## src/sv/sccb_bus_master_unit_assert.svh

```systemverilog
// assertion helpers shared by the sccb bus master files
`ifndef SCCB_BUS_MASTER_UNIT_ASSERT_SVH
`define SCCB_BUS_MASTER_UNIT_ASSERT_SVH

// same-cycle implication
`define SBM_ASSERT_IMP(lbl, ante, cons, msg) \
	lbl: assert property (@(posedge clk) disable iff (!arst_n) (ante) |-> (cons)) \
		else $error(msg);

// next-cycle implication
`define SBM_ASSERT_NXT(lbl, ante, cons, msg) \
	lbl: assert property (@(posedge clk) disable iff (!arst_n) (ante) |=> (cons)) \
		else $error(msg);

`endif

```

## src/sv/sbm_pkg.sv

```systemverilog
package sbm_pkg;

	localparam int CFG_IDX_W  = 2;
	localparam int CFG_DATA_W = 16;

	localparam logic [CFG_IDX_W-1:0] CFG_DEVICE_ID      = 2'd0;
	localparam logic [CFG_IDX_W-1:0] CFG_QUARTER_TICKS  = 2'd1;
	localparam logic [CFG_IDX_W-1:0] CFG_VERIFY_RETRIES = 2'd2;

	localparam logic [1:0] REQ_NONE   = 2'd0;
	localparam logic [1:0] REQ_WRITE  = 2'd1;
	localparam logic [1:0] REQ_READ   = 2'd2;
	localparam logic [1:0] REQ_VERIFY = 2'd3;

	typedef struct packed {
		logic       scl_out;
		logic       sda_out;
		logic       busy_res;
		logic       done_res;
		logic [7:0] read_data;
		logic       verify_failed;
		logic       request_dropped;
	} sbm_res_t;

endpackage

```

## src/sv/sbm_req_if.sv

```systemverilog
interface sbm_req_if;
	logic       valid;
	logic       ready;
	logic [1:0] req_type;
	logic [7:0] sub_address;
	logic [7:0] write_data;
	logic       sda_sense;

	modport source (output valid, output req_type, output sub_address,
		output write_data, output sda_sense, input ready);
	modport sink (input valid, input req_type, input sub_address,
		input write_data, input sda_sense, output ready);
endinterface

```

## src/sv/sbm_res_if.sv

```systemverilog
interface sbm_res_if;
	logic       valid;
	logic       ready;
	logic       scl_out;
	logic       sda_out;
	logic       busy_res;
	logic       done_res;
	logic [7:0] read_data;
	logic       verify_failed;
	logic       request_dropped;

	modport source (output valid, output scl_out, output sda_out, output busy_res,
		output done_res, output read_data, output verify_failed,
		output request_dropped, input ready);
	modport sink (input valid, input scl_out, input sda_out, input busy_res,
		input done_res, input read_data, input verify_failed,
		input request_dropped, output ready);
endinterface

```

## src/sv/sbm_core.sv

```systemverilog
`include "sccb_bus_master_unit_assert.svh"

module sbm_core
	import sbm_pkg::*;
(
	input  logic                  clk,
	input  logic                  arst_n,
	input  logic                  cfg_we,
	input  logic [CFG_IDX_W-1:0]  cfg_index,
	input  logic [CFG_DATA_W-1:0] cfg_data,
	input  logic                  acc,
	input  logic [1:0]            req_type,
	input  logic [7:0]            sub_address,
	input  logic [7:0]            write_data,
	input  logic                  sda_sense,
	output sbm_res_t              res
);

	typedef enum logic [3:0] {
		ST_IDLE, ST_START_A, ST_START_B, ST_START_C, ST_START_D,
		ST_SETUP, ST_HIGH, ST_LOW, ST_STOP_A, ST_STOP_B, ST_STOP_C
	} step_t;

	typedef enum logic [2:0] {
		FLD_ID, FLD_X1, FLD_ADDR, FLD_X2, FLD_DATA, FLD_X3, FLD_RD, FLD_NA
	} field_t;

	typedef enum logic [1:0] {
		CYC_WRITE, CYC_ADDR, CYC_READ
	} cycle_t;

	logic [7:0]  dev_id_q;
	logic [15:0] qticks_q;
	logic [3:0]  retries_q;

	step_t       step_q, n_step, tgt;
	field_t      field_q, n_field, nf;
	cycle_t      cyc_q, n_cyc, bkind;
	logic [3:0]  wait_q, n_wait, wait_dec;
	logic [15:0] pre_q, n_pre;
	logic [3:0]  bit_q, n_bit, bit_dec;
	logic [7:0]  shift_q, n_shift;
	logic [3:0]  att_q, n_att;
	logic [7:0]  addr_q, n_addr;
	logic [7:0]  hdata_q, n_hdata;
	logic [7:0]  rlatch_q, n_rlatch;
	logic        clk_lvl_q, n_clk_lvl;
	logic        dat_lvl_q, n_dat_lvl;
	logic [1:0]  reqk_q, n_reqk;
	logic [16:0] cnt;
	logic        go, begin_c, nf_stop, done, fail, dropped;
	logic [3:0]  w;

	function automatic logic field_writes(input field_t f);
		return (f == FLD_ID) || (f == FLD_ADDR) || (f == FLD_DATA) || (f == FLD_NA);
	endfunction

	always_comb begin
		n_step   = step_q;
		n_field  = field_q;
		n_cyc    = cyc_q;
		n_wait   = wait_q;
		n_pre    = pre_q;
		n_bit    = bit_q;
		n_shift  = shift_q;
		n_att    = att_q;
		n_addr   = addr_q;
		n_hdata  = hdata_q;
		n_rlatch = rlatch_q;
		n_clk_lvl = clk_lvl_q;
		n_dat_lvl = dat_lvl_q;
		n_reqk   = reqk_q;
		go       = 1'b0;
		tgt      = ST_IDLE;
		begin_c  = 1'b0;
		bkind    = CYC_WRITE;
		nf       = FLD_ID;
		nf_stop  = 1'b0;
		done     = 1'b0;
		fail     = 1'b0;
		dropped  = 1'b0;
		w        = 4'd1;
		cnt      = {1'b0, pre_q} + 17'd1;
		wait_dec = (wait_q != 4'd0) ? wait_q - 4'd1 : wait_q;
		bit_dec  = (bit_q != 4'd0) ? bit_q - 4'd1 : bit_q;

		if (step_q != ST_IDLE) begin
			dropped = (req_type != REQ_NONE);
			if (cnt >= {1'b0, qticks_q}) begin
				n_pre  = '0;
				n_wait = wait_dec;
				if (wait_dec == 4'd0) begin
					case (step_q)
						ST_START_A: begin go = 1'b1; tgt = ST_START_B; end
						ST_START_B: begin go = 1'b1; tgt = ST_START_C; end
						ST_START_C: begin go = 1'b1; tgt = ST_START_D; end
						ST_START_D: begin go = 1'b1; tgt = ST_SETUP; end
						ST_SETUP:   begin go = 1'b1; tgt = ST_HIGH; end
						ST_HIGH:    begin go = 1'b1; tgt = ST_LOW; end
						ST_LOW: begin
							n_bit = bit_dec;
							if (bit_dec != 4'd0) begin
								go  = 1'b1;
								tgt = ST_SETUP;
							end else begin
								if (field_q == FLD_RD) n_rlatch = shift_q;
								case (field_q)
									FLD_ID:   nf = FLD_X1;
									FLD_X1:   nf = (cyc_q == CYC_READ) ? FLD_RD : FLD_ADDR;
									FLD_ADDR: nf = FLD_X2;
									FLD_X2: begin
										nf = FLD_DATA;
										nf_stop = (cyc_q != CYC_WRITE);
									end
									FLD_DATA: nf = FLD_X3;
									FLD_RD:   nf = FLD_NA;
									default:  nf_stop = 1'b1;
								endcase
								go = 1'b1;
								if (nf_stop) begin
									tgt = ST_STOP_A;
								end else begin
									tgt     = ST_SETUP;
									n_field = nf;
									n_bit   = 4'd1;
									case (nf)
										FLD_ADDR: begin n_shift = addr_q; n_bit = 4'd8; end
										FLD_DATA: begin n_shift = hdata_q; n_bit = 4'd8; end
										FLD_RD:   begin n_shift = '0; n_bit = 4'd8; end
										default: ;
									endcase
								end
							end
						end
						ST_STOP_A: begin go = 1'b1; tgt = ST_STOP_B; end
						ST_STOP_B: begin go = 1'b1; tgt = ST_STOP_C; end
						ST_STOP_C: begin
							if (cyc_q == CYC_WRITE) begin
								if (reqk_q == REQ_VERIFY) begin
									begin_c = 1'b1;
									bkind   = CYC_ADDR;
								end else begin
									done = 1'b1;
								end
							end else if (cyc_q == CYC_ADDR) begin
								begin_c = 1'b1;
								bkind   = CYC_READ;
							end else if (reqk_q != REQ_VERIFY) begin
								done = 1'b1;
							end else if (rlatch_q == hdata_q) begin
								done = 1'b1;
							end else if (att_q < retries_q) begin
								n_att   = att_q + 4'd1;
								begin_c = 1'b1;
								bkind   = CYC_WRITE;
							end else begin
								done = 1'b1;
								fail = 1'b1;
							end
						end
						default: n_step = ST_IDLE;
					endcase
				end
			end else begin
				n_pre = cnt[15:0];
			end
		end else if (req_type != REQ_NONE) begin
			n_reqk  = req_type;
			n_addr  = sub_address;
			n_att   = '0;
			begin_c = 1'b1;
			if (req_type == REQ_READ) begin
				bkind = CYC_ADDR;
			end else begin
				n_hdata = write_data;
				bkind   = CYC_WRITE;
			end
		end

		if (done) begin
			n_step = ST_IDLE;
			n_wait = '0;
			n_pre  = '0;
		end

		if (begin_c) begin
			n_cyc   = bkind;
			n_field = FLD_ID;
			n_bit   = 4'd8;
			n_shift = {dev_id_q[7:1], (bkind == CYC_READ)};
			go      = 1'b1;
			tgt     = ST_START_A;
		end

		if (go) begin
			n_step = tgt;
			case (tgt)
				ST_START_A: n_clk_lvl = 1'b1;
				ST_START_B: begin n_dat_lvl = 1'b1; w = 4'd4; end
				ST_START_C: n_dat_lvl = 1'b0;
				ST_START_D: n_clk_lvl = 1'b0;
				ST_SETUP: begin
					if (n_field == FLD_NA) n_dat_lvl = 1'b1;
					else if (field_writes(n_field)) n_dat_lvl = n_shift[7];
				end
				ST_HIGH: begin n_clk_lvl = 1'b1; w = 4'd2; end
				ST_LOW: begin
					n_clk_lvl = 1'b0;
					if (n_field == FLD_RD) n_shift = {n_shift[6:0], sda_sense};
					else if (field_writes(n_field)) n_shift = {n_shift[6:0], 1'b0};
				end
				ST_STOP_A: n_dat_lvl = 1'b0;
				ST_STOP_B: n_clk_lvl = 1'b1;
				ST_STOP_C: begin n_dat_lvl = 1'b1; w = 4'd8; end
				default: begin n_step = ST_IDLE; w = 4'd0; end
			endcase
			n_wait = w;
			n_pre  = '0;
		end

		res.scl_out         = n_clk_lvl;
		res.sda_out         = n_dat_lvl;
		res.busy_res        = (n_step != ST_IDLE);
		res.done_res        = done;
		res.read_data       = n_rlatch;
		res.verify_failed   = done & fail;
		res.request_dropped = dropped;
	end

	always_ff @(posedge clk or negedge arst_n) begin
		if (!arst_n) begin
			dev_id_q  <= '0;
			qticks_q  <= 16'd1;
			retries_q <= 4'd5;
			step_q    <= ST_IDLE;
			field_q   <= FLD_ID;
			cyc_q     <= CYC_WRITE;
			wait_q    <= '0;
			pre_q     <= '0;
			bit_q     <= '0;
			shift_q   <= '0;
			att_q     <= '0;
			addr_q    <= '0;
			hdata_q   <= '0;
			rlatch_q  <= '0;
			clk_lvl_q <= 1'b1;
			dat_lvl_q <= 1'b1;
			reqk_q    <= REQ_NONE;
		end else begin
			if (cfg_we) begin
				case (cfg_index)
					CFG_DEVICE_ID:      dev_id_q  <= cfg_data[7:0];
					CFG_QUARTER_TICKS:  qticks_q  <= cfg_data;
					CFG_VERIFY_RETRIES: retries_q <= cfg_data[3:0];
					default: ;
				endcase
			end
			if (acc) begin
				step_q    <= n_step;
				field_q   <= n_field;
				cyc_q     <= n_cyc;
				wait_q    <= n_wait;
				pre_q     <= n_pre;
				bit_q     <= n_bit;
				shift_q   <= n_shift;
				att_q     <= n_att;
				addr_q    <= n_addr;
				hdata_q   <= n_hdata;
				rlatch_q  <= n_rlatch;
				clk_lvl_q <= n_clk_lvl;
				dat_lvl_q <= n_dat_lvl;
				reqk_q    <= n_reqk;
			end
		end
	end

	`SBM_ASSERT_IMP(a_idle_lines_high, step_q == ST_IDLE, clk_lvl_q && dat_lvl_q, "lines not released while idle")
	`SBM_ASSERT_IMP(a_done_not_busy, acc && res.done_res, !res.busy_res, "done while still busy")
	`SBM_ASSERT_IMP(a_bit_range, 1'b1, bit_q <= 4'd8, "bit position out of range")
	`SBM_ASSERT_NXT(a_hold_no_request, !acc, $stable(step_q) && $stable(shift_q), "sequencer moved without a request")

endmodule

```

## src/sv/sbm_skid.sv

```systemverilog
`include "sccb_bus_master_unit_assert.svh"

module sbm_skid
	import sbm_pkg::*;
(
	input  logic      clk,
	input  logic      arst_n,
	input  logic      in_valid,
	output logic      in_ready,
	input  sbm_res_t  in_data,
	sbm_res_if.source rsp
);

	logic     out_v_q, skid_v_q;
	sbm_res_t out_d_q, skid_d_q;
	logic     pop;

	assign in_ready = !skid_v_q;
	assign pop      = out_v_q && rsp.ready;

	always_ff @(posedge clk or negedge arst_n) begin
		if (!arst_n) begin
			out_v_q  <= 1'b0;
			skid_v_q <= 1'b0;
		end else if (pop) begin
			if (skid_v_q) begin
				skid_v_q <= 1'b0;
			end else begin
				out_v_q <= in_valid;
			end
		end else if (!out_v_q) begin
			out_v_q <= in_valid;
		end else if (in_valid && !skid_v_q) begin
			skid_v_q <= 1'b1;
		end
	end

	always_ff @(posedge clk) begin
		if (pop) begin
			if (skid_v_q) out_d_q <= skid_d_q;
			else if (in_valid) out_d_q <= in_data;
		end else if (!out_v_q) begin
			if (in_valid) out_d_q <= in_data;
		end else if (in_valid && !skid_v_q) begin
			skid_d_q <= in_data;
		end
	end

	assign rsp.valid           = out_v_q;
	assign rsp.scl_out         = out_d_q.scl_out;
	assign rsp.sda_out         = out_d_q.sda_out;
	assign rsp.busy_res        = out_d_q.busy_res;
	assign rsp.done_res        = out_d_q.done_res;
	assign rsp.read_data       = out_d_q.read_data;
	assign rsp.verify_failed   = out_d_q.verify_failed;
	assign rsp.request_dropped = out_d_q.request_dropped;

	`SBM_ASSERT_IMP(a_skid_behind_out, skid_v_q, out_v_q, "skid full with empty output")
	`SBM_ASSERT_NXT(a_skid_holds, skid_v_q && !pop, skid_v_q && $stable(skid_d_q), "stalled skid entry lost")
	`SBM_ASSERT_NXT(a_skid_drains, skid_v_q && pop, out_v_q && !skid_v_q, "skid entry not moved on")

endmodule

```

## src/sv/sccb_bus_master_unit.sv

```systemverilog
// sccb bus master: drives the camera control bus clock and data lines.
// req channel: one request per clock tick of the sequencer; req_type 0 is a
// plain tick, 1 write, 2 read, 3 verified write, with sub_address,
// write_data and the sensed data line level sda_sense.
// rsp channel: one result per request, in order, giving the line levels,
// busy, a done pulse, the last byte read, verify failure and whether a
// bus request was dropped because the sequencer was busy.
// cfg port: device_id, quarter_ticks and verify_retries, to be written while idle; the block does not enforce this.
// results: a result is registered into the output buffer when its request is taken.
// throughput: one request per cycle while req.ready is high; the sequencer
// state update is a single registered step, and a two-entry output buffer
// lets a request be taken while an earlier result still waits.
// when rsp stalls, one more request is taken into the buffer, then req.ready
// drops until the output drains.
// reset: bus lines released high, sequencer idle, registers at defaults.
module sccb_bus_master_unit
	import sbm_pkg::*;
(
	input  logic                  clk,
	input  logic                  arst_n,
	input  logic                  cfg_we,
	input  logic [CFG_IDX_W-1:0]  cfg_index,
	input  logic [CFG_DATA_W-1:0] cfg_data,
	sbm_req_if.sink               req,
	sbm_res_if.source             rsp
);

	logic     acc;
	logic     buf_ready;
	sbm_res_t res;

	assign req.ready = buf_ready;
	assign acc       = req.valid && buf_ready;

	sbm_core u_core (
		.clk         (clk),
		.arst_n      (arst_n),
		.cfg_we      (cfg_we),
		.cfg_index   (cfg_index),
		.cfg_data    (cfg_data),
		.acc         (acc),
		.req_type    (req.req_type),
		.sub_address (req.sub_address),
		.write_data  (req.write_data),
		.sda_sense   (req.sda_sense),
		.res         (res)
	);

	sbm_skid u_skid (
		.clk      (clk),
		.arst_n   (arst_n),
		.in_valid (req.valid),
		.in_ready (buf_ready),
		.in_data  (res),
		.rsp      (rsp)
	);

endmodule

```

## src/flat_wrapper.sv

```systemverilog
// flat-port wrapper written by rule: the top's interface ports become plain ports
module sccb_bus_master_unit_flat import sbm_pkg::*;
  (clk, arst_n, cfg_we, cfg_index, cfg_data, req_valid, req_req_type, req_sub_address, req_write_data, req_sda_sense, req_ready, rsp_valid, rsp_scl_out, rsp_sda_out, rsp_busy_res, rsp_done_res, rsp_read_data, rsp_verify_failed, rsp_request_dropped, rsp_ready);
  sbm_req_if req_i ();
  sbm_res_if rsp_i ();
  input  logic clk;
  input  logic arst_n;
  input  logic cfg_we;
  input  logic [CFG_IDX_W-1:0] cfg_index;
  input  logic [CFG_DATA_W-1:0] cfg_data;
  input wire logic [$bits(req_i.valid)-1:0] req_valid;
  input wire logic [$bits(req_i.req_type)-1:0] req_req_type;
  input wire logic [$bits(req_i.sub_address)-1:0] req_sub_address;
  input wire logic [$bits(req_i.write_data)-1:0] req_write_data;
  input wire logic [$bits(req_i.sda_sense)-1:0] req_sda_sense;
  output wire logic [$bits(req_i.ready)-1:0] req_ready;
  output wire logic [$bits(rsp_i.valid)-1:0] rsp_valid;
  output wire logic [$bits(rsp_i.scl_out)-1:0] rsp_scl_out;
  output wire logic [$bits(rsp_i.sda_out)-1:0] rsp_sda_out;
  output wire logic [$bits(rsp_i.busy_res)-1:0] rsp_busy_res;
  output wire logic [$bits(rsp_i.done_res)-1:0] rsp_done_res;
  output wire logic [$bits(rsp_i.read_data)-1:0] rsp_read_data;
  output wire logic [$bits(rsp_i.verify_failed)-1:0] rsp_verify_failed;
  output wire logic [$bits(rsp_i.request_dropped)-1:0] rsp_request_dropped;
  input wire logic [$bits(rsp_i.ready)-1:0] rsp_ready;
  assign req_i.valid = req_valid;
  assign req_i.req_type = req_req_type;
  assign req_i.sub_address = req_sub_address;
  assign req_i.write_data = req_write_data;
  assign req_i.sda_sense = req_sda_sense;
  assign req_ready = req_i.ready;
  assign rsp_valid = rsp_i.valid;
  assign rsp_scl_out = rsp_i.scl_out;
  assign rsp_sda_out = rsp_i.sda_out;
  assign rsp_busy_res = rsp_i.busy_res;
  assign rsp_done_res = rsp_i.done_res;
  assign rsp_read_data = rsp_i.read_data;
  assign rsp_verify_failed = rsp_i.verify_failed;
  assign rsp_request_dropped = rsp_i.request_dropped;
  assign rsp_i.ready = rsp_ready;
  sccb_bus_master_unit u_core (.clk(clk), .arst_n(arst_n), .cfg_we(cfg_we), .cfg_index(cfg_index), .cfg_data(cfg_data), .req(req_i), .rsp(rsp_i));
endmodule
```

## config.mk

```make
export PLATFORM = sky130hd
export DESIGN_NAME = sccb_bus_master_unit_flat
export DESIGN_NICKNAME = d
export VERILOG_FILES = /design/src/sv/sbm_pkg.sv /design/src/sv/sbm_req_if.sv /design/src/sv/sbm_res_if.sv /design/src/sv/sbm_core.sv /design/src/sv/sbm_skid.sv /design/src/sv/sccb_bus_master_unit.sv /design/src/flat_wrapper.sv
export VERILOG_INCLUDE_DIRS = /design/src /design/src/sv
export SDC_FILE = /design/constraint.sdc
export NUM_CORES = 1
export LEC_CHECK = 0
export ABC_CLOCK_PERIOD_IN_PS = 7800
export BUFFER_PORTS_ARGS = -buffer_cell sky130_fd_sc_hd__buf_2
export CAP_MARGIN = 20
export CELL_PAD_IN_SITES_DETAIL_PLACEMENT = 1
export CELL_PAD_IN_SITES_GLOBAL_PLACEMENT = 2
export CORE_MARGIN = 8
export CORE_UTILIZATION = 25
export CTS_CLUSTER_DIAMETER = 80
export CTS_CLUSTER_SIZE = 16
export DETAILED_ROUTE_END_ITERATION = 10
export PLACE_DENSITY = 0.57
export SETUP_SLACK_MARGIN = 0.4
export SYNTH_ARGS = -nofsm -noshare
export SYNTH_HDL_FRONTEND = slang
export SYNTH_SLANG_ARGS = --single-unit
```

## constraint.sdc

```tcl
create_clock -name clk -period 7.8 [get_ports clk]
set_input_delay 0.39 -clock clk [delete_from_list [all_inputs] [get_ports clk]]
set_output_delay 0.39 -clock clk [all_outputs]
set_load 0.005 [all_outputs]
```

==> results.sh <==
export IMPL_post_route_cells_drive_above_1_share_pct=22.3
export IMPL_cp_slowest_cell="sky130_fd_sc_hd__a31o_1"
export IMPL_globalplace_congestion=0.792
export IMPL_number_of_global_route_vias_before_repair=6328
export IMPL_cellInternalPower_mw=1.40
export IMPL_leading_cell_types_by_count_after_synthesis="sky130_fd_sc_hd__dfrtp_1, sky130_fd_sc_hd__nand2_1, sky130_fd_sc_hd__nor2_1"
export IMPL_core_area_sq_mm=0.0296
export IMPL_finalClockSkew_ns=0.0117
export IMPL_htree_num_levels=4
export IMPL_min_delay_path_class="in2reg"
export IMPL_critical_path_max_stage_delay_ns=0.52
export IMPL_io_pins=58
export IMPL_rows=63
export IMPL_outcome="finished clean"
export IMPL_totalNegativeSetupSlack_ns=0
export IMPL_power_per_cell_area_mw_per_mm2=224
export IMPL_final_hold_violation_count=0
export IMPL_min_period_over_period_pct=64.1
export IMPL_synth_area_top_cells="sky130_fd_sc_hd__dfrtp_1, sky130_fd_sc_hd__edfxtp_1, sky130_fd_sc_hd__mux2_2"
export IMPL_synthesis_instances=739
export IMPL_clkPwrFrac_pct=43.4
export IMPL_power_sequential_fraction_pct=41.5
export IMPL_clkSlewWorstSetupHoldPaths_ns=0.06
export IMPL_diodes=0
export IMPL_cts_buffer_count=17
export IMPL_grt_residual_overflow=0
export IMPL_via_count=5887
export IMPL_power_frac_comb_pct=15.0
export IMPL_grt_pass1_wl_um=36100
export IMPL_power_share_switching_pct=28.9
export IMPL_criticalPathCategory="reg2reg"
export IMPL_postSynthNetCount=804
export IMPL_slew_headroom_pct=36.4
export IMPL_routed_via_density=4.92
export IMPL_crit_required_ns=8.12
export IMPL_initial_utilization_pct=25.3
export IMPL_synth_avg_cell_area_sq_um=10.1
export IMPL_asyncSetResetFlopFracSynth_pct=78.5
export IMPL_vdd_drop_max_v=0.0000939
export IMPL_detailedRoute_firstIterationViolations=291
export IMPL_finalCriticalPeriod_ns=5.00
export IMPL_post_synth_num_cell_types=82
export IMPL_maximum_clock_path_buffer_count=2
export IMPL_grt_setup_unrepaired="no"
export IMPL_cts_root_buf="sky130_fd_sc_hd__clkbuf_16"
export IMPL_drv_max_cap_violation_count=0
export IMPL_final_antenna_net_count=0
export IMPL_yosys_warning_total=0
export IMPL_sequential_cell_area_sq_mm=0.00340
export IMPL_fillers=3385
export IMPL_number_of_enable_type_register_cells_in_the_synthesized_netlist=28
export IMPL_cp_top_family="simple AND/OR/NAND/NOR gates"
export IMPL_cts_tree="yes"
export IMPL_finalSetupViolCount=0
export IMPL_die_y_um=189
export IMPL_die_area_sq_mm=0.0357
export IMPL_critPathMaxFanout=20
export IMPL_crit_chain="nand3_2 > nor2_1 > nand3_1 > nor2_1 > nand4_1 > xnor2_1 > ha_1 > nand4_1 > nor4_1 > nor3_1 > a31o_1 > o31a_1 > nand2_1 > or2_0 > o41ai_1"
export IMPL_die_width_um=189
export IMPL_insertion_delay_ns=0.43
export IMPL_fin_total_pwr_mw=1.97
export IMPL_setup_crit_start_kind="register"
export IMPL_post_synth_top_area_fraction_pct=32.5
export IMPL_post_cts_setup_buffers=0
export IMPL_ys_seq_elements=130
export IMPL_synth_seq_area_share_pct=45.5
export IMPL_postRouteWirelength_um=22000
export IMPL_maxSlewViolCount=0
export IMPL_capturing_element_type_of_the_critical_path="register"
export IMPL_tightestPinTransition_ns=0.954
export IMPL_num_nets_final=859
export IMPL_synthMostInstantiatedCell="sky130_fd_sc_hd__dfrtp_1"
export IMPL_drt_wirelength_per_cell_um=18.4
export IMPL_cp_num_buf_inv=0
export IMPL_gr_usage_all_layers_pct=12.6
export IMPL_drc=0
export IMPL_clock_fmax_mhz=200
export IMPL_clock_sinks=130
export IMPL_switching_power_mw=0.569
export IMPL_numPortBuffers=57
export IMPL_pin_count_of_the_biggest_net_entering_global_routing=73
export IMPL_mappedNetlistArea_sq_mm=0.00747
export IMPL_dominant_synthesized_flop_cell="sky130_fd_sc_hd__dfrtp_1"
export IMPL_cts_resized=0
export IMPL_synth_area_leader_cell="sky130_fd_sc_hd__dfrtp_1"
export IMPL_multiInputGateArea_sq_mm=0.00377
export IMPL_timing_critical_path_arrival_ns=5.32
export IMPL_dp_final_hpwl_um=16300
export IMPL_area_growth_pct=17.7
export IMPL_power_static_leakage_nw=3.85
export IMPL_drt_first_pass_iters=4
export IMPL_antenna_found_initial=0
## sequential cells by signal, indices dropped and copies added (netlist names), 2 cells and up
signal / flops
u_core.u_core.addr_q: 8
u_core.u_core.att_q: 4
u_core.u_core.bit_q: 4
u_core.u_core.cyc_q: 2
u_core.u_core.dev_id_q: 7
u_core.u_core.field_q: 3
u_core.u_core.hdata_q: 8
u_core.u_core.pre_q: 16
u_core.u_core.qticks_q: 16
u_core.u_core.reqk_q: 2
u_core.u_core.retries_q: 4
u_core.u_core.rlatch_q: 8
u_core.u_core.shift_q: 8
u_core.u_core.step_q: 4
u_core.u_core.wait_q: 4
u_core.u_skid.rsp.read_data: 8
u_core.u_skid.skid_d_q: 14
## kinds of logic (layout without fill, tap and decap cells)
family,Yosys count,after routing,share of synthesized area [%]
AO/OA/AOI/OAI,182,182,17.7
multiplexers,60,60,9.26
adder cells (fa/ha/maj),23,23,3.85
XOR/XNOR,27,27,3.16
buffers and inverters,73,141,4.13
AND/OR/NAND/NOR,244,244,16.4
flip-flops,130,130,45.5
## layout by cell type, fill, tap and decap left out, types with 19 or more instances in the layout
cell type / count
sky130_fd_sc_hd__edfxtp_1: 28
sky130_fd_sc_hd__nand3_1: 19
sky130_fd_sc_hd__buf_2: 57
sky130_fd_sc_hd__mux2_2: 45
sky130_fd_sc_hd__clkbuf_16: 19
sky130_fd_sc_hd__o21ai_0: 40
sky130_fd_sc_hd__dfrtp_1: 97
sky130_fd_sc_hd__inv_1: 42
sky130_fd_sc_hd__nor2_1: 48
sky130_fd_sc_hd__a21oi_1: 36
sky130_fd_sc_hd__ha_1: 23
sky130_fd_sc_hd__nand2_1: 81
## metrics by stage
step                hold WS [ns]  std cells  instance area [sq um]  util [%]  setup WS (ns)
floorplan                 0.0944        739                   7470         -           3.77
global placement           0.366       1163                   8160      27.6           2.97
detailed placement         0.373       1163                   8160      27.6           2.72
CTS                        0.169       1196                   8790      29.7           2.71
global route               0.178       1197                   8790      29.8           2.34
finish                     0.186       1197                   8790      29.8           2.80
## final cells by class
class,instances,share of cell area [%]
clock buffer,20,5.45
clock inverter,12,1.61
inverter,42,1.79
multi-input combinational,536,42.8
sequential,130,38.7
tap,390,5.55
timing repair buffer,67,4.13
## routing by layer
layer	vias to the layer above	routed length [um]	share of wire, %	global-route usage [%]
met5	-	0	0	0
met4	0	414	1.9	4.30
li1	2799	-	-	-
met1	2967	11000	50	17.3
met2	91	9960	45	19.6
met3	30	668	3.0	2.43
## power groups by stage
| stage | logic, mW | registers, mW | clock network, mW |
|---|---|---|---|
| after floorplan | 0.195 | 0.815 | 0 |
| after global placement | 0.289 | 0.827 | 0 |
| after detailed placement | 0.302 | 0.833 | 0 |
| after CTS | 0.304 | 0.821 | 0.885 |
| after global routing | 0.339 | 0.829 | 0.912 |
| final | 0.297 | 0.820 | 0.857 |
## what timing repair did
item / CTS / global route
setup endpoints to repair: 0 / 0
hold buffers: 1 / 0
hold endpoints to repair: 29 / 0
## path summary, 6_finish.rpt
check	start	to	slack, ns	cells past startpoint
worst min register to register	u_core.u_core.reqk_q[1]$_DFFE_PN0P_	u_core.u_core.reqk_q[1]$_DFFE_PN0P_	0.48	2
worst min-delay path	rsp_ready	u_core.u_skid.skid_v_q$_DFFE_PN0P_	0.19	2
max in group asynchronous	arst_n	u_core.u_core.rlatch_q[6]$_DFFE_PN0P_	6.01	3
worst max register to register	u_core.u_core.pre_q[3]$_DFFE_PN0P_	u_core.u_core.pre_q[5]$_DFFE_PN0P_	2.80	15
min in group asynchronous	arst_n	u_core.u_core.qticks_q[9]$_DFFE_PN0P_	0.46	2
worst max-delay path	u_core.u_core.pre_q[3]$_DFFE_PN0P_	u_core.u_core.pre_q[5]$_DFFE_PN0P_	2.80	15
(Power assumes the default switching activity.)
